### src/design/cdac_pkg.sv
// Shared types, constants and rounding helpers for the color dodge compositor.
package cdac_pkg;

	localparam int CH_W        = 16;
	localparam int NUM_CH      = 3;
	localparam int NUM_LANES   = NUM_CH + 1;
	localparam int RATIO_LANE  = NUM_CH;

	localparam int DIV_STEPS   = CH_W;
	localparam int NUM_W       = 2 * CH_W + 1;
	localparam int DEN_W       = CH_W + 1;
	localparam int REM_W       = DEN_W + CH_W + 1;

	localparam int ALPHA_STAGES = 6;
	localparam int SETUP_STAGE  = ALPHA_STAGES + 1;
	localparam int DIV_FIRST    = SETUP_STAGE + 1;
	localparam int DIV_LAST     = DIV_FIRST + DIV_STEPS - 1;
	localparam int MIX_STAGES   = 4;
	localparam int MIX_FIRST    = DIV_LAST + 1;
	localparam int PIPE_DEPTH   = DIV_LAST + MIX_STAGES;

	localparam logic [CH_W-1:0]   FRAC_ONE = {CH_W{1'b1}};
	localparam logic [2*CH_W-1:0] RND_HALF = 32'd32767;

	typedef logic [CH_W-1:0] chan_t;

	typedef struct packed {
		chan_t base_red;
		chan_t base_green;
		chan_t base_blue;
		chan_t base_alpha;
		chan_t layer_red;
		chan_t layer_green;
		chan_t layer_blue;
		chan_t layer_alpha;
		logic  last_pixel;
	} pix_t;

	typedef struct packed {
		chan_t out_red;
		chan_t out_green;
		chan_t out_blue;
		chan_t out_alpha;
		logic  out_last;
	} blend_t;

	// Everything that rides alongside the arithmetic from entry to exit.
	typedef struct packed {
		logic [NUM_CH-1:0][CH_W-1:0] base_c;
		logic [NUM_CH-1:0][CH_W-1:0] layer_c;
		chan_t                       base_alpha;
		logic                        last;
		logic [NUM_CH-1:0]           sat;
		logic                        zero;
	} side_t;

	// First half of a rounded division by 65535: z already holds x + 32767.
	// The estimate is never above floor(z / 65535) and at most one below it.
	function automatic chan_t approx_div(input logic [2*CH_W-1:0] z);
		logic [2*CH_W:0] s;
		s = {1'b0, z} + {{(CH_W+1){1'b0}}, z[2*CH_W-1:CH_W]};
		return s[2*CH_W-1:CH_W];
	endfunction

	// Second half: one compare of the remainder fixes the estimate.
	function automatic chan_t fix_div(input logic [2*CH_W-1:0] z, input chan_t qa);
		logic [2*CH_W:0] r;
		r = {1'b0, z} - {1'b0, qa, {CH_W{1'b0}}} + {{(CH_W+1){1'b0}}, qa};
		return (r >= {{(CH_W+1){1'b0}}, FRAC_ONE}) ? qa + 16'd1 : qa;
	endfunction

endpackage

### src/design/cdac_mix.sv
// Color mix: dodge * ratio + base * (1 - ratio), rounded, over four stages.
module cdac_mix (
	input  logic                                         clk,
	input  logic [cdac_pkg::MIX_STAGES-1:0]              en,
	input  logic [cdac_pkg::NUM_CH-1:0][cdac_pkg::CH_W-1:0] dodge_q,
	input  logic [cdac_pkg::NUM_CH-1:0]                  sat,
	input  cdac_pkg::chan_t                              ratio_q,
	input  logic                                         zero,
	input  logic [cdac_pkg::NUM_CH-1:0][cdac_pkg::CH_W-1:0] base_c,
	output logic [cdac_pkg::NUM_CH-1:0][cdac_pkg::CH_W-1:0] color
);
	import cdac_pkg::*;

	chan_t ratio;
	chan_t inv_ratio;

	logic [2*CH_W-1:0] p1_s1 [NUM_CH];
	logic [2*CH_W-1:0] p2_s1 [NUM_CH];
	logic [2*CH_W-1:0] z_s2  [NUM_CH];
	logic [2*CH_W-1:0] z_s3  [NUM_CH];
	chan_t             qa_s3 [NUM_CH];
	chan_t             out_s4 [NUM_CH];

	// With no coverage at all the ratio is zero and the base color passes.
	assign ratio     = zero ? '0 : ratio_q;
	assign inv_ratio = ~ratio;

	for (genvar c = 0; c < NUM_CH; c++) begin : g_ch
		chan_t             dodge;
		logic [2*CH_W-1:0] p1_c;
		logic [2*CH_W-1:0] p2_c;

		assign dodge = sat[c] ? FRAC_ONE : dodge_q[c];
		assign p1_c  = dodge * ratio;
		assign p2_c  = base_c[c] * inv_ratio;

		always_ff @(posedge clk) begin
			if (en[0]) begin
				p1_s1[c] <= p1_c;
				p2_s1[c] <= p2_c;
			end
			if (en[1]) begin
				z_s2[c] <= p1_s1[c] + p2_s1[c] + RND_HALF;
			end
			if (en[2]) begin
				z_s3[c]  <= z_s2[c];
				qa_s3[c] <= approx_div(z_s2[c]);
			end
			if (en[3]) begin
				out_s4[c] <= fix_div(z_s3[c], qa_s3[c]);
			end
		end

		assign color[c] = out_s4[c];
	end

endmodule

### config.mk
export PLATFORM = sky130hd
export DESIGN_NAME = cdac_mix
export DESIGN_NICKNAME = d
export VERILOG_FILES = /design/src/design/cdac_pkg.sv /design/src/design/cdac_mix.sv
export SDC_FILE = /design/constraint.sdc
export NUM_CORES = 2
export LEC_CHECK = 0
export ABC_AREA = 1
export BUFFER_PORTS_ARGS = -buffer_cell sky130_fd_sc_hd__buf_4
export CAP_MARGIN = 30
export CORE_MARGIN = 2
export CORE_UTILIZATION = 50
export DETAILED_ROUTE_END_ITERATION = 10
export MAX_ROUTING_LAYER = met4
export PLACE_DENSITY = 0.78
export SYNTH_ARGS = -nofsm -noshare
export SYNTH_HDL_FRONTEND = slang
export SYNTH_SLANG_ARGS = --single-unit
### constraint.sdc
create_clock -name clk -period 19.16 [get_ports clk]
set_clock_uncertainty 0.1 [all_clocks]
set_input_delay 2.874 -clock clk [delete_from_list [all_inputs] [get_ports clk]]
set_output_delay 2.874 -clock clk [all_outputs]
set_load 0.005 [all_outputs]
==> run_results.csv <==
group,metric,value,unit
global_routing,grt_max_degree,75,
global_routing,grt_pass1_wl,394,mm
route,routed_via_density,5.47,
timing,fin_crit,10.48,ns
timing,setup_violations,0,
clocking,cts_setup_buffers,0,
clocking,numCtsBuffers,55,
route,drt_wl_total,252,mm
route,dr.pass1.iters,6,
timing,max_freq,95.4,MHz
floorplanning,ioPinCount,169,
floorplanning,die-area,170000,µm²
clocking,cts.path.max_buffers,3,
yosys,syn-instance-count,10200,
flow_run,drv_cap,0,
yosys,synth_top_cell_area_share,28.1,%
route,drcViolationCount,0,
floorplanning,die_h,412,µm
clocking,cts.sinks,480,
outcome,outcome,"complete, no violations",
setup_path,reg2regPathDepth,21,
hold_path,hp-class,"flop to flop",
final_layout,drive_gt1_share,3.83,%
global_routing,grt_pass1_vias,70900,
yosys,synth-edff-count,480,
timing,fin_setup_tns,0,ns
final_layout,nets,12600,
route,antenna_left,0,
setup_path,crit_fanout,49,
floorplanning,die_w,412,µm
yosys,synth_area_leaders,"fa_1, edfxtp_1, ha_1",
hold_path,min_from,"z_s2[0][65]",
final_layout,area_growth,6.67,%
yosys,ys_types,50,
floorplanning,row_count,149,
yosys,synthesis.nets,12600,
yosys,ys_warn_count,0,
setup_path,startpoint_type,"primary input",
global_routing,track_usage,31.0,%
route,drtIter0Drc,6586,
setup_path,r2r_start,"qa_s3[0][25]",
clocking,cts_resized,0,
clocking,cts_tree,"yes",
clocking,clk_latency,0.68,ns
clocking,htree_num_levels,2,
setup_path,cp.required,19.48,ns
timing,slew_violations,0,
placed_design,place_hpwl,203,mm
clocking,clkTransAtPathRegs,0.06,ns
clocking,cts_root_buf,"clkbuf_16",
yosys,syn_avg_cell_area,8.14,µm²
final_layout,fill_cells,15200,
route,routedWlPerCell,20.1,µm
global_routing,grt-ovfl-total,0,
clocking,holdBufCountCts,0,
yosys,synth_seq_area_share,17.3,%
placed_design,place.gp.congestion,1.01,
placed_design,placement.io_buffers,168,
floorplanning,initial_core_util,50.4,%
timing,grt_setup_unrepaired,"no",
setup_path,r2r_slack,15.00,ns
timing,worstMarginPinSlew,1.13,ns
setup_path,cp.arrival,10.80,ns
setup_path,crit_path_end_kind,"flop",
floorplanning,core_area,165000,µm²
setup_path,path_class,"primary input to flop",
hold_path,hold_path_end,"z_s3[0][65]",
yosys,async_reset_ff_share,0,%
yosys,synthFlopType,"edfxtp_1",
setup_path,rr_endpoint,"out_s4[0][31]",
timing,hold_viol,0,
yosys,syn-cell-area,83200,µm²
yosys,synth.ff_latch_count,480,
yosys,yosysTopAreaCell,"fa_1",
timing,min_period_over_period,54.7,%
global_routing,antenna_found_initial,28,
hold_path,hold_depth,0,
final_layout,final_cell_mix,"inv_1, nand2_1, fa_1",
final_layout,final_common_cell,"inv_1",
timing,relSlewSlack,24.4,%
route,vias,68500,
## sequential cells by signal (all words and copies together), names as in the netlist
name	flops
p1_s1	96
p2_s1	96
z_s2	96
z_s3	96
out_s4	48
qa_s3	48
## worst max-delay path, cell delays in order
cell	delay, ns
buf_4	0.13
inv_1	0.73
nand2_2	0.07
buf_4	0.46
inv_2	0.60
buf_4	0.45
nand2_1	0.13
fa_1	0.52
fa_1	0.60
fa_1	0.46
fa_1	0.55
inv_1	0.05
fa_1	0.48
inv_1	0.06
fa_1	0.47
inv_1	0.04
ha_1	0.38
a21oi_1	0.11
o21ai_0	0.21
a21oi_1	0.09
a21boi_0	0.16
o21ai_0	0.62
nand2_1	0.10
nand3_1	0.13
a21oi_1	0.10
xor2_1	0.15
## synthesized netlist by cell type, drive strengths merged (15+ instances only)
master and instances:
ha 1044, o21bai 25, nor3 71, clkbuf 202, nand3 287, o21a 15
edfxtp 480, o21ai 176, xor2 225, clkinv 28, nor4 37, nand3b 30
fa 1167, a21oi 396, inv 2351, a21o 29, nand4 54, buf 42
a31oi 26, xnor2 128, nor2 1142, nand2 2200
## routing by layer
metal	vias to the layer above	global-route usage (%)	wire (µm)
met5	-	-	0
met4	0	14.9	14700
met3	794	6.37	25300
met2	3451	48.9	115000
met1	32900	38.1	96900
li1	31300	-	-
## final cells by class
class | instances | area, µm² | share of cell area [%]
timing repair buffer | 231 | 1780 | 2.01
antenna | 28 | 70.1 | 0.0790
sequential | 480 | 14400 | 16.2
inverter | 2379 | 8930 | 10.1
multi-input combinational | 7121 | 58900 | 66.4
clock inverter | 41 | 463 | 0.522
clock buffer | 60 | 1400 | 1.57
tap | 2189 | 2740 | 3.09
## logic make-up after synthesis
group | Yosys count | synth area share (%)
DFF | 480 | 17.3
buffers and inverters | 2623 | 11.9
and+or+nand+nor | 3840 | 18.6
adders and majority gates | 2211 | 43.8
AOI/OAI and AO/OA | 717 | 4.75
xor gates and xnor gates | 353 | 3.72
## worst max path at each step
stage / start / endpoint / slack (ns) / cells past startpoint
2_1_floorplan: zero / p1_s1[0][30] / 9.96 / 27
6_report: zero / p1_s1[0][28] / 8.68 / 26
3_3_place_gp: zero / p1_s1[0][30] / 8.27 / 27
3_5_place_dp: zero / p1_s1[0][30] / 8.24 / 27
4_1_cts: zero / p1_s1[0][28] / 8.92 / 26
5_1_grt: zero / p2_s1[0][27] / 8.48 / 23
## metrics by stage
| step | setup WS [ns] | std cells | cell area, µm² | utilization (%) | hold slack, ns |
|---|---|---|---|---|---|
| floorplan | 9.96 | 10200 | 83200 | - | 0.327 |
| global placement | 8.27 | 12400 | 86800 | 52.5 | 0.340 |
| detailed placement | 8.24 | 12400 | 86800 | 52.5 | 0.347 |
| CTS | 8.92 | 12500 | 88600 | 53.6 | 0.354 |
| global route | 8.48 | 12500 | 88700 | 53.7 | 0.371 |
| finish | 8.68 | 12500 | 88700 | 53.7 | 0.355 |
Power is not shown: default switching activity piles up to over one toggle a cycle in this logic, so the estimate is an artifact.
