`src/design/cdac_pkg.sv`:
```
// Shared types, constants and rounding helpers for the color dodge compositor.
package cdac_pkg;

	localparam int CH_W        = 16;
	localparam int NUM_CH      = 3;
	localparam int NUM_LANES   = NUM_CH + 1;
	localparam int RATIO_LANE  = NUM_CH;

	localparam int DIV_STEPS   = CH_W;
	localparam int NUM_W       = 2 * CH_W + 1;
	localparam int DEN_W       = CH_W + 1;
	localparam int REM_W       = DEN_W + CH_W + 1;

	localparam int ALPHA_STAGES = 6;
	localparam int SETUP_STAGE  = ALPHA_STAGES + 1;
	localparam int DIV_FIRST    = SETUP_STAGE + 1;
	localparam int DIV_LAST     = DIV_FIRST + DIV_STEPS - 1;
	localparam int MIX_STAGES   = 4;
	localparam int MIX_FIRST    = DIV_LAST + 1;
	localparam int PIPE_DEPTH   = DIV_LAST + MIX_STAGES;

	localparam logic [CH_W-1:0]   FRAC_ONE = {CH_W{1'b1}};
	localparam logic [2*CH_W-1:0] RND_HALF = 32'd32767;

	typedef logic [CH_W-1:0] chan_t;

	typedef struct packed {
		chan_t base_red;
		chan_t base_green;
		chan_t base_blue;
		chan_t base_alpha;
		chan_t layer_red;
		chan_t layer_green;
		chan_t layer_blue;
		chan_t layer_alpha;
		logic  last_pixel;
	} pix_t;

	typedef struct packed {
		chan_t out_red;
		chan_t out_green;
		chan_t out_blue;
		chan_t out_alpha;
		logic  out_last;
	} blend_t;

	// Everything that rides alongside the arithmetic from entry to exit.
	typedef struct packed {
		logic [NUM_CH-1:0][CH_W-1:0] base_c;
		logic [NUM_CH-1:0][CH_W-1:0] layer_c;
		chan_t                       base_alpha;
		logic                        last;
		logic [NUM_CH-1:0]           sat;
		logic                        zero;
	} side_t;

	// First half of a rounded division by 65535: z already holds x + 32767.
	// The estimate is never above floor(z / 65535) and at most one below it.
	function automatic chan_t approx_div(input logic [2*CH_W-1:0] z);
		logic [2*CH_W:0] s;
		s = {1'b0, z} + {{(CH_W+1){1'b0}}, z[2*CH_W-1:CH_W]};
		return s[2*CH_W-1:CH_W];
	endfunction

	// Second half: one compare of the remainder fixes the estimate.
	function automatic chan_t fix_div(input logic [2*CH_W-1:0] z, input chan_t qa);
		logic [2*CH_W:0] r;
		r = {1'b0, z} - {1'b0, qa, {CH_W{1'b0}}} + {{(CH_W+1){1'b0}}, qa};
		return (r >= {{(CH_W+1){1'b0}}, FRAC_ONE}) ? qa + 16'd1 : qa;
	endfunction

endpackage

```
`src/design/cdac_alpha.sv`:
```
// Alpha path: composite alpha, new alpha, over six pipeline stages.
module cdac_alpha (
	input  logic                                clk,
	input  logic [cdac_pkg::ALPHA_STAGES-1:0]   en,
	input  cdac_pkg::chan_t                     base_alpha,
	input  cdac_pkg::chan_t                     layer_alpha,
	output cdac_pkg::chan_t                     comp,
	output cdac_pkg::chan_t                     nalf
);
	import cdac_pkg::*;

	logic [2*CH_W-1:0] prod_c;
	logic [2*CH_W-1:0] z2_c;
	logic [2*CH_W-1:0] prod4_c;
	logic [2*CH_W-1:0] z5_c;
	chan_t             inv_ba;

	logic [2*CH_W-1:0] prod_s1;
	chan_t             ba_s1;
	logic [2*CH_W-1:0] z_s2;
	chan_t             qa_s2;
	chan_t             ba_s2;
	chan_t             comp_s3;
	chan_t             ba_s3;
	logic [2*CH_W-1:0] prod_s4;
	chan_t             comp_s4;
	chan_t             ba_s4;
	logic [2*CH_W-1:0] z_s5;
	chan_t             qa_s5;
	chan_t             comp_s5;
	chan_t             ba_s5;
	chan_t             comp_s6;
	chan_t             nalf_s6;

	assign prod_c  = base_alpha * layer_alpha;
	assign z2_c    = prod_s1 + RND_HALF;
	assign inv_ba  = ~ba_s3;
	assign prod4_c = inv_ba * comp_s3;
	assign z5_c    = prod_s4 + RND_HALF;

	always_ff @(posedge clk) begin
		if (en[0]) begin
			prod_s1 <= prod_c;
			ba_s1   <= base_alpha;
		end
		if (en[1]) begin
			z_s2  <= z2_c;
			qa_s2 <= approx_div(z2_c);
			ba_s2 <= ba_s1;
		end
		if (en[2]) begin
			comp_s3 <= fix_div(z_s2, qa_s2);
			ba_s3   <= ba_s2;
		end
		if (en[3]) begin
			prod_s4 <= prod4_c;
			comp_s4 <= comp_s3;
			ba_s4   <= ba_s3;
		end
		if (en[4]) begin
			z_s5    <= z5_c;
			qa_s5   <= approx_div(z5_c);
			comp_s5 <= comp_s4;
			ba_s5   <= ba_s4;
		end
		if (en[5]) begin
			// The rounded term never exceeds 1 - base, so the sum stays in range.
			nalf_s6 <= ba_s5 + fix_div(z_s5, qa_s5);
			comp_s6 <= comp_s5;
		end
	end

	assign comp = comp_s6;
	assign nalf = nalf_s6;

endmodule

```
`config.mk`:
```
export PLATFORM = sky130hd
export DESIGN_NAME = cdac_alpha
export DESIGN_NICKNAME = d
export VERILOG_FILES = /design/src/design/cdac_pkg.sv /design/src/design/cdac_alpha.sv
export SDC_FILE = /design/constraint.sdc
export NUM_CORES = 2
export LEC_CHECK = 0
export BUFFER_PORTS_ARGS = -buffer_cell sky130_fd_sc_hd__buf_2
export CAP_MARGIN = 20
export CORE_ASPECT_RATIO = 0.8
export CORE_UTILIZATION = 60
export DETAILED_ROUTE_END_ITERATION = 8
export PLACE_DENSITY = 0.77
export RECOVER_POWER = 25
export REMOVE_ABC_BUFFERS = 1
export SLEW_MARGIN = 20
export SYNTH_ARGS = -nofsm -noshare
export SYNTH_HDL_FRONTEND = slang
export SYNTH_SLANG_ARGS = --single-unit
```
`constraint.sdc`:
```
create_clock -name clk -period 17.7 [get_ports clk]
set_clock_uncertainty 0.15 [all_clocks]
set_input_delay 0.885 -clock clk [delete_from_list [all_inputs] [get_ports clk]]
set_output_delay 0.885 -clock clk [all_outputs]
set_load 0.02 [all_outputs]
```
==> impl_metrics.py <==
metrics = {
    "routing": {
        "ant_nets": 0,
        "drcViolationCount": 22,
        "first_pass_iters": 8,
        "drt-wirelength-per-cell_um": 19.1,
        "drt_iter0_drc": 2416,
        "vias": 25200,
        "vias_per_cell": 5.79,
        "wl_um": 83300,
    },
    "layout": {
        "postLayoutCoreUtil": 0.645,
        "antennaDiodeCount": 0,
        "n_fill_cell": 4666,
        "mostFrequentLayoutCell": "inv_1",
        "drive_gt1_frac": 0.0407,
        "syn_to_final_growth_pct": 5.95,
        "layout.nets": 4371,
        "most-common-layout-cells": "inv_1 (647), fa_1 (389), ha_1 (384)",
        "ff_latch_area_mm2": 0.00961,
        "multi_input_area_mm2": 0.0231,
    },
    "clock_tree": {
        "path_clk_slew_ns": 0.06,
        "cts.sinks": 320,
        "root_buffer": "clkbuf_16",
        "cts-buffers-inserted": 35,
        "cts_tree": "yes",
        "ctsHoldBuffers": 0,
        "cts_resized": 0,
        "clk_latency_ns": 0.56,
        "clockBufferDepth": 3,
        "post_cts_buffers": 0,
        "cts_htree_levels": 2,
    },
    "yosys": {
        "ys_ff_latch": 320,
        "avgSynthCellArea_um2": 10.0,
        "synth.cell_area_mm2": 0.0355,
        "yosysWarnings": 0,
        "ys_async_sr_fraction": 0,
        "synthCells": 3544,
        "synthFlopType": "edfxtp_1",
        "post_synth_num_cell_types": 90,
        "synth_edf_count": 320,
        "yosysSeqAreaShare": 0.270,
    },
    "timing": {
        "setup_tns_ns": 0,
        "relSlewSlack": -0.804,
        "setup_violations": 0,
        "rsz0062_at_grt": "no",
        "min_period_over_period": 0.430,
        "worstMarginPinSlew_ns": 2.71,
        "hold_viol": 0,
        "min_period_ns": 7.61,
        "slew_violations": 82,
        "max_clock_freq_ghz": 0.131,
    },
    "worst_hold_path": {
        "hold_start": "ba_s1[12]",
        "hp-class": "flop to flop",
        "min_to": "ba_s2[12]",
        "whs_path_depth": 0,
    },
    "global_routing": {
        "grt_max_degree": 81,
        "overflow": 0,
        "grt_pass1_vias": 24600,
        "track_usage": 0.285,
        "grt_first_pass_wirelength_um": 134000,
        "antenna_found_initial": 3,
    },
    "critical_path": {
        "worstPathMaxFanout": 17,
        "critPathKind": "flop to flop",
        "rr_startpoint": "ba_s3[6]",
        "worstReg2RegEnd": "prod_s4[31]",
        "worstPathRequired_ns": 17.82,
        "r2r_cells": 22,
        "startpoint_type": "flop",
        "arrival_ns": 7.74,
        "rrSetupSlack_ns": 10.09,
        "crit_path_end_kind": "flop",
    },
    "floorplanning": {
        "ios": 71,
        "die_x_um": 274,
        "die_y_um": 220,
        "fp.dieArea_mm2": 0.0602,
        "rows": 79,
        "coreArea_mm2": 0.0583,
        "initial_core_util": 0.609,
    },
    "outcome": {
        "outcome": "complete, but fails checks",
        "violations": "design-rule violations, max-capacitance violations, max-slew violations",
    },
    "placement": {
        "io_buffers": 70,
        "gp_congestion": 0.931,
        "dpl.hpwl_um": 65400,
    },
    "flow_run": {
        "drv_cap": 2,
    },
}
## final cells by class
cell class | count | area share
Timing Repair Buffer | 77 | 0.0100
Inverter | 647 | 0.0645
Clock inverter | 24 | 0.00725
Sequential cell | 320 | 0.255
Clock buffer | 40 | 0.0238
Tap cell | 769 | 0.0256
Multi-Input combinational cell | 2478 | 0.614
## cell usage after synthesis, drive strengths merged, types with 8 or more instances
library cell	count	area, µm²
a2111oi	16	196
a211oi	23	173
a21o	57	428
a21oi	122	614
a31oi	20	125
and2	102	639
and3	27	169
clkbuf	94	363
edfxtp	320	9610
fa	389	7790
ha	384	4800
inv	647	2430
nand2	277	1050
nand2b	171	1080
nand3	56	280
nand4	32	200
nor2	127	477
nor2b	116	726
nor3	46	230
nor3b	8	65.1
nor4	13	81.3
o2111ai	10	87.6
o211ai	11	87.6
o21a	26	195
o21ai	71	355
o21bai	28	221
o31ai	11	82.6
or2	8	50.1
or3	15	100
or4	17	131
xnor2	123	1080
xor2	73	639
## flip-flops by register name (all words and copies together) (netlist names), 32 cells and up
name and count:
z_s2 32, prod_s4 32, prod_s1 32, z_s5 32
## layer usage
layer	vias up	GRT usage	share of wire
met2	1088	0.414	0.43
met3	103	0.0559	0.096
li1	11800	-	-
met4	0	0.0583	0.015
met1	12300	0.439	0.46
met5	-	0	0
## critical path: stages, from the launching register on
cell and delay, ns:
edfxtp_1 0.79, nor2b_1 0.17, fa_1 0.56, inv_1 0.06
fa_1 0.52, inv_1 0.04, ha_1 0.18, fa_1 0.48
inv_1 0.05, fa_1 0.53, inv_1 0.05, fa_1 0.43
ha_1 0.24, a2111oi_0 0.83, o31ai_1 0.19, o41ai_1 0.57
o21ai_0 0.37, a21oi_1 0.30, o31ai_1 0.15, o211ai_1 0.24
o21ai_0 0.12, a21oi_1 0.18, xnor2_1 0.10
## stage by stage
stage | instance area, µm² | instances | hold WS [ns] | setup WS (ns)
after floorplan | 35100 | 3445 | 0.250 | 11.22
after global placement | 36500 | 4290 | 0.251 | 10.40
after detailed placement | 36500 | 4291 | 0.255 | 10.22
after CTS | 37700 | 4355 | 0.260 | 10.17
after global routing | 37600 | 4355 | 0.266 | 9.70
final | 37600 | 4355 | 0.260 | 10.09
## how the worst max path moves through the flow
stage	from	end	cells past startpoint
6_report	ba_s3[6]	prod_s4[31]	22
5_1_grt	comp_s3[1]	prod_s4[31]	22
4_1_cts	ba_s3[6]	prod_s4[31]	22
3_5_place_dp	ba_s3[6]	prod_s4[31]	22
3_3_place_gp	ba_s3[6]	prod_s4[31]	22
2_1_floorplan	ba_s3[10]	prod_s4[31]	23
## cell families after synthesis
family	after synthesis	synth area share
compound gates	464	0.0905
fa+ha+maj	773	0.354
flops	320	0.270
xor+xnor	197	0.0490
buf+inv	746	0.0794
simple gates	1033	0.153
mux	11	0.00338
Power is not shown: default switching activity piles up to over one toggle a cycle in this logic, so the estimate is an artifact.
