**src/design/cdac_pkg.sv**
```systemverilog
// Shared types, constants and rounding helpers for the color dodge compositor.
package cdac_pkg;

	localparam int CH_W        = 16;
	localparam int NUM_CH      = 3;
	localparam int NUM_LANES   = NUM_CH + 1;
	localparam int RATIO_LANE  = NUM_CH;

	localparam int DIV_STEPS   = CH_W;
	localparam int NUM_W       = 2 * CH_W + 1;
	localparam int DEN_W       = CH_W + 1;
	localparam int REM_W       = DEN_W + CH_W + 1;

	localparam int ALPHA_STAGES = 6;
	localparam int SETUP_STAGE  = ALPHA_STAGES + 1;
	localparam int DIV_FIRST    = SETUP_STAGE + 1;
	localparam int DIV_LAST     = DIV_FIRST + DIV_STEPS - 1;
	localparam int MIX_STAGES   = 4;
	localparam int MIX_FIRST    = DIV_LAST + 1;
	localparam int PIPE_DEPTH   = DIV_LAST + MIX_STAGES;

	localparam logic [CH_W-1:0]   FRAC_ONE = {CH_W{1'b1}};
	localparam logic [2*CH_W-1:0] RND_HALF = 32'd32767;

	typedef logic [CH_W-1:0] chan_t;

	typedef struct packed {
		chan_t base_red;
		chan_t base_green;
		chan_t base_blue;
		chan_t base_alpha;
		chan_t layer_red;
		chan_t layer_green;
		chan_t layer_blue;
		chan_t layer_alpha;
		logic  last_pixel;
	} pix_t;

	typedef struct packed {
		chan_t out_red;
		chan_t out_green;
		chan_t out_blue;
		chan_t out_alpha;
		logic  out_last;
	} blend_t;

	// Everything that rides alongside the arithmetic from entry to exit.
	typedef struct packed {
		logic [NUM_CH-1:0][CH_W-1:0] base_c;
		logic [NUM_CH-1:0][CH_W-1:0] layer_c;
		chan_t                       base_alpha;
		logic                        last;
		logic [NUM_CH-1:0]           sat;
		logic                        zero;
	} side_t;

	// First half of a rounded division by 65535: z already holds x + 32767.
	// The estimate is never above floor(z / 65535) and at most one below it.
	function automatic chan_t approx_div(input logic [2*CH_W-1:0] z);
		logic [2*CH_W:0] s;
		s = {1'b0, z} + {{(CH_W+1){1'b0}}, z[2*CH_W-1:CH_W]};
		return s[2*CH_W-1:CH_W];
	endfunction

	// Second half: one compare of the remainder fixes the estimate.
	function automatic chan_t fix_div(input logic [2*CH_W-1:0] z, input chan_t qa);
		logic [2*CH_W:0] r;
		r = {1'b0, z} - {1'b0, qa, {CH_W{1'b0}}} + {{(CH_W+1){1'b0}}, qa};
		return (r >= {{(CH_W+1){1'b0}}, FRAC_ONE}) ? qa + 16'd1 : qa;
	endfunction

endpackage

```
**src/design/cdac_div_pipe.sv**
```systemverilog
// Restoring divider, one quotient bit per pipeline stage.
module cdac_div_pipe (
	input  logic                             clk,
	input  logic [cdac_pkg::DIV_STEPS-1:0]   en,
	input  logic [cdac_pkg::NUM_W-1:0]       num,
	input  logic [cdac_pkg::DEN_W-1:0]       den,
	output cdac_pkg::chan_t                  quo
);
	import cdac_pkg::*;

	// The numerator must be below den * 2^16; the partial remainder is kept
	// doubled so that every stage compares against the same shifted divisor.
	logic [REM_W-1:0] rem_in [DIV_STEPS];
	logic [DEN_W-1:0] den_in [DIV_STEPS];
	chan_t            quo_in [DIV_STEPS];

	logic [REM_W-1:0] rem_s [1:DIV_STEPS-1];
	logic [DEN_W-1:0] den_s [1:DIV_STEPS-1];
	chan_t            quo_s [1:DIV_STEPS];

	assign rem_in[0] = {num, 1'b0};
	assign den_in[0] = den;
	assign quo_in[0] = '0;

	for (genvar j = 0; j < DIV_STEPS; j++) begin : g_step
		logic [REM_W-1:0] dsh;
		logic             ge;
		logic [REM_W-1:0] diff;

		assign dsh  = {1'b0, den_in[j], {CH_W{1'b0}}};
		assign ge   = rem_in[j] >= dsh;
		assign diff = ge ? rem_in[j] - dsh : rem_in[j];

		always_ff @(posedge clk) begin
			if (en[j]) begin
				quo_s[j+1] <= {quo_in[j][CH_W-2:0], ge};
			end
		end

		if (j < DIV_STEPS - 1) begin : g_carry
			always_ff @(posedge clk) begin
				if (en[j]) begin
					rem_s[j+1] <= {diff[REM_W-2:0], 1'b0};
					den_s[j+1] <= den_in[j];
				end
			end
			assign rem_in[j+1] = rem_s[j+1];
			assign den_in[j+1] = den_s[j+1];
			assign quo_in[j+1] = quo_s[j+1];
		end
	end

	assign quo = quo_s[DIV_STEPS];

endmodule

```
**config.mk**
```make
export PLATFORM = sky130hd
export DESIGN_NAME = cdac_div_pipe
export DESIGN_NICKNAME = d
export VERILOG_FILES = /design/src/design/cdac_pkg.sv /design/src/design/cdac_div_pipe.sv
export SDC_FILE = /design/constraint.sdc
export NUM_CORES = 1
export LEC_CHECK = 0
export BUFFER_PORTS_ARGS = -buffer_cell sky130_fd_sc_hd__buf_2
export CAP_MARGIN = 0
export CORE_MARGIN = 2
export CORE_UTILIZATION = 55
export CTS_CLUSTER_SIZE = 20
export DETAILED_ROUTE_END_ITERATION = 10
export PLACE_DENSITY = 0.71
export SETUP_SLACK_MARGIN = 0.5
export SLEW_MARGIN = 20
export SYNTH_ARGS = -nofsm -noshare
export SYNTH_HDL_FRONTEND = slang
export SYNTH_SLANG_ARGS = --single-unit
```
**constraint.sdc**
```tcl
create_clock -name clk -period 4 [get_ports clk]
set_input_delay 0.2 -clock clk [delete_from_list [all_inputs] [get_ports clk]]
set_output_delay 0.2 -clock clk [all_outputs]
set_load 0.1 [all_outputs]
```
==> results.txt, run 1 <==
Biggest area consumer among synthesized cells - edfxtp_1
Area Overhead vs Synth - 13.7%
Slew Viols, Final - 0
Most common cell after layout, fill and taps aside - edfxtp_1
Total GRT Usage - 22.0%
Largest net degree at the start of global routing - 51
Mux contribution to synthesized area - 5.56%
Layout cells sized above 1 - 15.2%
Core ar. - 70000 µm²
Clk buf depth - 3
Largest family of logic cells by synthesized area - compound AO/OA/AOI/OAI gates
Total global routing overflow - 0
First-pass GRT wire length - 128 mm
Fraction of registers with async set/reset - 0%
Top FF cell, synth - edfxtp_1
Leak - 17.9 nW
Final Critical Period - 3.46 ns
Full die area - 72900 µm²
RD Place Congestion - 0.920
Die height - 270 µm
Most frequent cells in the layout - 766 x edfxtp_1, 360 x inv_1, 269 x ha_1, 162 x a21oi_1, 155 x mux2_2
Crit path capture - rem_s[5][55]
Average size of a mapped cell - 12.9 µm²
Syn Nets - 3366
Skew final - 0.0221 ns
RR Endpoint - rem_s[5][55]
Worst min path class - input pin to flip-flop
Clk Latency, worst-skew pair - 0.63 ns
FMAX - 0.289 GHz
Syn Std Cell Area - 38900 µm²
Power per cell area - 756 nW/µm²
Number of synthesized flops with an enable pin - 766
WS Path Type - flip-flop to flip-flop
Total Neg Setup Slack - 0 ns
CTS Sinks - 766
Main area contributors after synthesis - edfxtp_1 59%, ha_1 8.7%, mux2_2 4.8%, inv_1 3.5%, xnor2_1 2.8%
Row count - 97
WL/cell - 19.1 µm
Crit share post-route - 86.6%
# setup viols final - 0
Port Buf Inserts - 82
Die width - 270 µm
Compound-gate portion of the synthesized area - 10.2%
RSZ-0062 raised after global routing - yes
Diode count - 0
Vias in the first global route - 24400
Post-synthesis sequential area ratio - 59.1%
Slew Limit Headroom - 34.9%
DRC Markers - 0
Total Wirelength - 81.4 mm
MaxCap Viol Count - 0
Layout Cells excl Fill - 4266
DRT iter0 DRCs - 1381
Nets - 3617
Final Hold Viols - 0
Final ANT Viol Nets - 0
Initial core utilization - 55.6%
R2r setup slk - 0.54 ns
Placed cell count - 4034
# IOs - 83
Synth Area in Adders - 9.52%
Worst Path Arrival - 3.82 ns
Inserted Clock Buffers - 82
Vias per cell - 5.65
Worst-Margin Slew - 0.974 ns
Clock Tree Root - clkbuf_16
CP Launch Point - rem_s[5][15]
Crit start category - flip-flop
Drt pass-1 iters - 5
Synth Register Bits - 766
Antenna violations before repair - 1
Cell variety after synth - 80
Worst EP required - 4.36 ns
H-tree levels - 3
Placement Cell Area - 40600 µm²
Reg2Reg Launch Point - rem_s[5][15]
Fin area - 44300 µm²
XOR/XNOR share of the synthesized area - 4.46%
Fill cells - 5243
Status - finished, final reports clean
Register-to-Register Path Depth - 14
Yosys top cell area share - 59.1%
CTS tree - built
Cells after Synth - 3012
Detail Placement HPWL - 59.9 mm
Clock-pin slew on the worst setup and hold paths - 0.06 ns
Worst-path maximum fanout - 6
Peak VDD IR - 0.432 mV
Synth Area in Simple Gates - 7.24%
Critical Path End Type - flip-flop
Vias - 24100
Synth Warn # - 0
[power breakdown]
part	switching [mW]	internal, mW	leakage, nW	total [mW]
Combinational	7.09	6.59	9.11	13.7
Clock	3.07	4.15	1.27	7.22
Sequential	1.09	11.4	7.48	12.5
[area by class of cell]
cell class              count  area (µm²)  share of cell area, %
flip-flops and latches    766       23000                   52.0
clock buffers              91        2090                   4.71
multi-input cells        1850       14600                   33.1
inverters                 364        1370                   3.10
well taps                 940        1180                   2.66
repair buffers            199        1510                   3.40
clock inverters            56         462                   1.04
[through the flow]
| stage | hold slack, ns | utilization, % | total power [mW] | setup slack [ns] |
|---|---|---|---|---|
| 2_1_floorplan | 0.299 | - | 22.2 | 0.515 |
| 3_3_place_gp | 0.388 | 58.0 | 25.0 | 0.170 |
| 3_5_place_dp | 0.391 | 58.0 | 25.4 | -0.00808 |
| 4_1_cts | 0.00282 | 62.5 | 32.9 | 0.500 |
| 5_1_grt | 0.0254 | 63.2 | 35.5 | 0.399 |
| 6_report | 0.0363 | 63.2 | 33.4 | 0.537 |
[registers in the layout (all words and copies together) (netlist names)]
signal	cells
quo_s	136
rem_s	375
den_s	255
[metal layers]
layer / part of all wire (%) / GRT usage [%]
met5: 0.016 / 0
met4: 3.6 / 8.22
met3: 3.8 / 3.51
met2: 52 / 40.2
met1: 40 / 25.9
[synth_stat cells, types with 5 or more instances]
cell type	n
a211oi_1	21
nor4_1	24
and3_1	22
nand4_1	33
o21a_1	32
mux2_2	166
o21bai_1	26
nor2_1	146
ha_1	272
or2_2	5
nand2b_1	24
nand2_1	136
mux2i_1	22
nand4b_1	9
nor2b_1	40
a31oi_1	14
a211o_1	12
mux2_4	5
a21o_1	82
a21boi_0	15
clkbuf_1	23
a21oi_1	172
o41ai_1	6
o21ai_0	137
o31ai_1	10
a41oi_1	5
xnor2_1	124
fa_1	15
or3_1	13
o211ai_1	14
nor4b_1	11
nand3_1	32
a31o_2	5
edfxtp_1	766
o31a_1	5
nor3_1	39
xor2_1	74
a2111oi_0	9
inv_1	363
[critical path, cell delays in order, from the launching register on]
cell and delay, ns:
edfxtp_1 0.38, inv_2 0.10, ha_4 0.14, fa_2 0.23, nor2b_4 0.05, o21ai_2 0.15, a21boi_2 0.09, o31a_1 0.30
o211ai_2 0.23, a211oi_2 0.10, o31a_1 0.32, a2111oi_4 0.44, buf_4 0.19, buf_8 0.13, mux2_2 0.36
[cells by family after synthesis]
group / Yosys count
flip-flops: 766
AO/OA/AOI/OAI: 612
AND/OR/NAND/NOR: 559
buffers and inverters: 397
adder cells (fa/ha/maj): 287
XOR/XNOR: 198
multiplexers: 193
[what timing repair did]
item / in CTS / in global routing
gates cloned: 0 / 4
pin swaps: 1 / 19
setup endpoints to repair: 79 / 176
hold buffers: 51 / 0
hold endpoints to repair: 62 / 0
setup buffers: 1 / 29
gates resized for setup: 16 / 65
[worst min path at each step]
stage	from	end	slack, ns	depth (start not counted)
after floorplan	den[0]	den_s[0][17]	0.30	0
after global placement	num[10]	rem_s[0][44]	0.39	1
after detailed placement	num[10]	rem_s[0][44]	0.39	1
after CTS	en[5]	den_s[0][106]	0.003	1
after global routing	en[5]	rem_s[3][10]	0.03	1
final	en[5]	rem_s[3][18]	0.04	1
(Power assumes the default switching activity.)
==> run 2, diff against run 1 <==
Settings changed: HOLD_SLACK_MARGIN from default to 0.1.
==> results.txt, run 2 (synthesis gave the netlist of run 1 again) <==
Status - finished, final reports clean
Fin util - 63.3% (+0.086 points)
Clk buf depth - 3 (unchanged)
Port Buf Inserts - 82 (unchanged)
Sequential Area - 23000 µm² (unchanged)
Register-to-Register Path Depth - 14 (unchanged)
Clock Power Share - 21.6% (about the same)
RR Endpoint - rem_s[5][55]
WL/cell - 19.0 µm (-0.20%)
Worst EP required - 4.36 ns (about the same)
Row count - 97 (unchanged)
Total Neg Setup Slack - 0 ns (unchanged)
Post-Place Worst Slack - -0.00808 ns (unchanged)
Area Overhead vs Synth - 13.9%
Max reg flops - 375 (unchanged)
Slew Viols, Final - 0 (unchanged)
Vias per cell - 5.66 (+0.19%)
Crit-path max cell delay - 0.44 ns (about the same)
Internal Power - 22.2 mW (about the same)
Detail Placement HPWL - 59.9 mm (unchanged)
Total global routing overflow - 0 (unchanged)
Worst min path class - input pin to flip-flop
Nets - 3623 (+0.17%)
Net load switching power - 11.2 mW (about the same)
Most common cell after layout, fill and taps aside - edfxtp_1
Slew Limit Headroom - 33.6% (-1.3 points)
Diode count - 0 (unchanged)
Slowest CP cell - a2111oi_4
RD Place Congestion - 0.920 (unchanged)
Crit start category - flip-flop
Drt pass-1 iters - 5 (unchanged)
Largest Register - rem_s
Total GRT Usage - 22.0% (about the same)
Tot Pwr - 33.4 mW (about the same)
Inserted Clock Buffers - 82 (unchanged)
Full die area - 72900 µm² (unchanged)
# IOs - 83 (unchanged)
Worst Path Arrival - 3.83 ns (about the same)
Worst-Margin Slew - 0.994 ns (+0.0197 ns)
Antenna violations before repair - 1 (unchanged)
Logic pwr share - 40.9% (about the same)
Fill cells - 5240 (-0.057%)
FMAX - 0.288 GHz (-0.12%)
Fin area - 44300 µm² (+0.14%)
First-pass GRT wire length - 128 mm (about the same)
Clk Latency, worst-skew pair - 0.64 ns (about the same)
Setup ws final - 0.533 ns (-0.00409 ns)
Die width - 270 µm (unchanged)
RSZ-0062 raised after global routing - yes
Worst Hold End - den_s[0][38]
H-tree levels - 3 (unchanged)
Core ar. - 70000 µm² (unchanged)
Worst path buffer plus inverter count - 3 (unchanged)
CTS tree - built
Final Critical Period - 3.47 ns (+0.00409 ns)
Area of the multi-input gates - 14600 µm² (unchanged)
# setup viols final - 0 (unchanged)
Clock-pin slew on the worst setup and hold paths - 0.06 ns (about the same)
Placement Cell Area - 40600 µm² (unchanged)
MaxCap Viol Count - 0 (unchanged)
Hold path depth - 1 (unchanged)
Peak VDD IR - 0.432 mV (about the same)
DRT iter0 DRCs - 1364 (-1.2%)
Crit share post-route - 86.7% (+0.10 points)
Biggest regs - rem_s (375), den_s (255), quo_s (136)
DRC Markers - 0 (unchanged)
Largest net degree at the start of global routing - 51 (unchanged)
CP top delay family - compound AO/OA/AOI/OAI gates
Reg2Reg Launch Point - rem_s[5][15]
Crit path cell chain - inv_2 -> ha_4 -> fa_2 -> nor2b_4 -> o21ai_2 -> a21boi_2 -> o31a_1 -> o211ai_2 -> a211oi_2 -> o31a_1 -> a2111oi_4 -> buf_4 -> buf_8 -> mux2_2
Leak - 17.9 nW (+0.14%)
Switching share of power - 33.6% (about the same)
Most frequent cells in the layout - 766 x edfxtp_1, 360 x inv_1, 269 x ha_1, 162 x a21oi_1, 155 x mux2_2
Total Wirelength - 81.4 mm (about the same)
Flop pwr share - 37.5% (about the same)
Most numerous cell on the critical path - o31a_1
Vias - 24200 (+0.33%)
Clock Tree Root - clkbuf_16
CTS Sinks - 766 (unchanged)
CP Launch Point - rem_s[5][15]
Final ANT Viol Nets - 0 (unchanged)
Final Hold Viols - 0 (unchanged)
R2r setup slk - 0.53 ns (about the same)
Layout cells sized above 1 - 15.2% (-0.027 points)
Die height - 270 µm (unchanged)
WS Path Type - flip-flop to flip-flop
Skew final - 0.0228 ns (+0.000726 ns)
Initial core utilization - 55.6% (unchanged)
Power per cell area - 755 nW/µm² (-0.14%)
Critical Path End Type - flip-flop
Vias in the first global route - 24400 (+0.13%)
Worst-path maximum fanout - 6 (unchanged)
Hold_sp - en[1]
==> run 2: what timing repair did <==
action / in CTS / in global routing
buffers inserted: 1 / 29
hold buffers: 57 / 0
gates resized for setup: 16 / 65
endpoints found under the hold margin: 179 / 0
pin swaps: 1 / 19
gates cloned: 0 / 4
endpoints found under the setup margin: 79 / 176
==> run 2: stage by stage <==
step,cells,hold slack [ns]
floorplan,3012,0.299
global placement,4033,0.388
detailed placement,4034,0.391
CTS,4239,0.107
global route,4272,0.127
finish,4272,0.125
==> run 2: worst reg2reg max path, cell delays in order, from the launching register on <==
cell and delay [ns]:
edfxtp_1 0.38, inv_2 0.10, ha_4 0.14, fa_2 0.23
nor2b_4 0.05, o21ai_2 0.15, a21boi_2 0.09, o31a_1 0.30
o211ai_2 0.23, a211oi_2 0.11, o31a_1 0.32, a2111oi_4 0.44
buf_4 0.19, buf_8 0.13, mux2_2 0.36
==> run 2: layout make-up <==
cell class / count / share of cell area, %
Clock buffer: 91 / 4.71
Clock inverter: 56 / 1.04
Inverter: 364 / 3.09
Multi-Input combinational cell: 1850 / 33.1
Sequential cell: 766 / 51.9
Tap cell: 940 / 2.65
Timing Repair Buffer: 205 / 3.53
==> run 2: worst max-delay path by stage <==
| stage | end | slack [ns] | cells after the start |
|---|---|---|---|
| 3_3_place_gp | rem_s[6][53] | 0.17 | 12 |
| 2_1_floorplan | rem_s[6][24] | 0.51 | 14 |
| 6_report | rem_s[5][55] | 0.53 | 14 |
| 3_5_place_dp | rem_s[6][65] | -0.008 | 12 |
| 5_1_grt | rem_s[5][55] | 0.40 | 14 |
| 4_1_cts | rem_s[3][19] | 0.50 | 14 |
==> run 2: power groups by stage <==
stage          sequential (mW)  clock [mW]  combinational (mW)
4_1_cts                   12.6        7.41                13.0
6_report                  12.5        7.22                13.7
2_1_floorplan             12.2           0                10.0
3_5_place_dp              12.7           0                12.7
3_3_place_gp              12.7           0                12.3
5_1_grt                   12.7        7.72                15.1
==> run 2: metal layers <==
metal	GRT usage, %	vias to the layer above	routed length (µm)
met5	0	-	13
met4	8.22	2	2990
met3	3.51	178	3110
met2	40.3	517	42700
met1	25.9	11800	32500
li1	-	11700	-
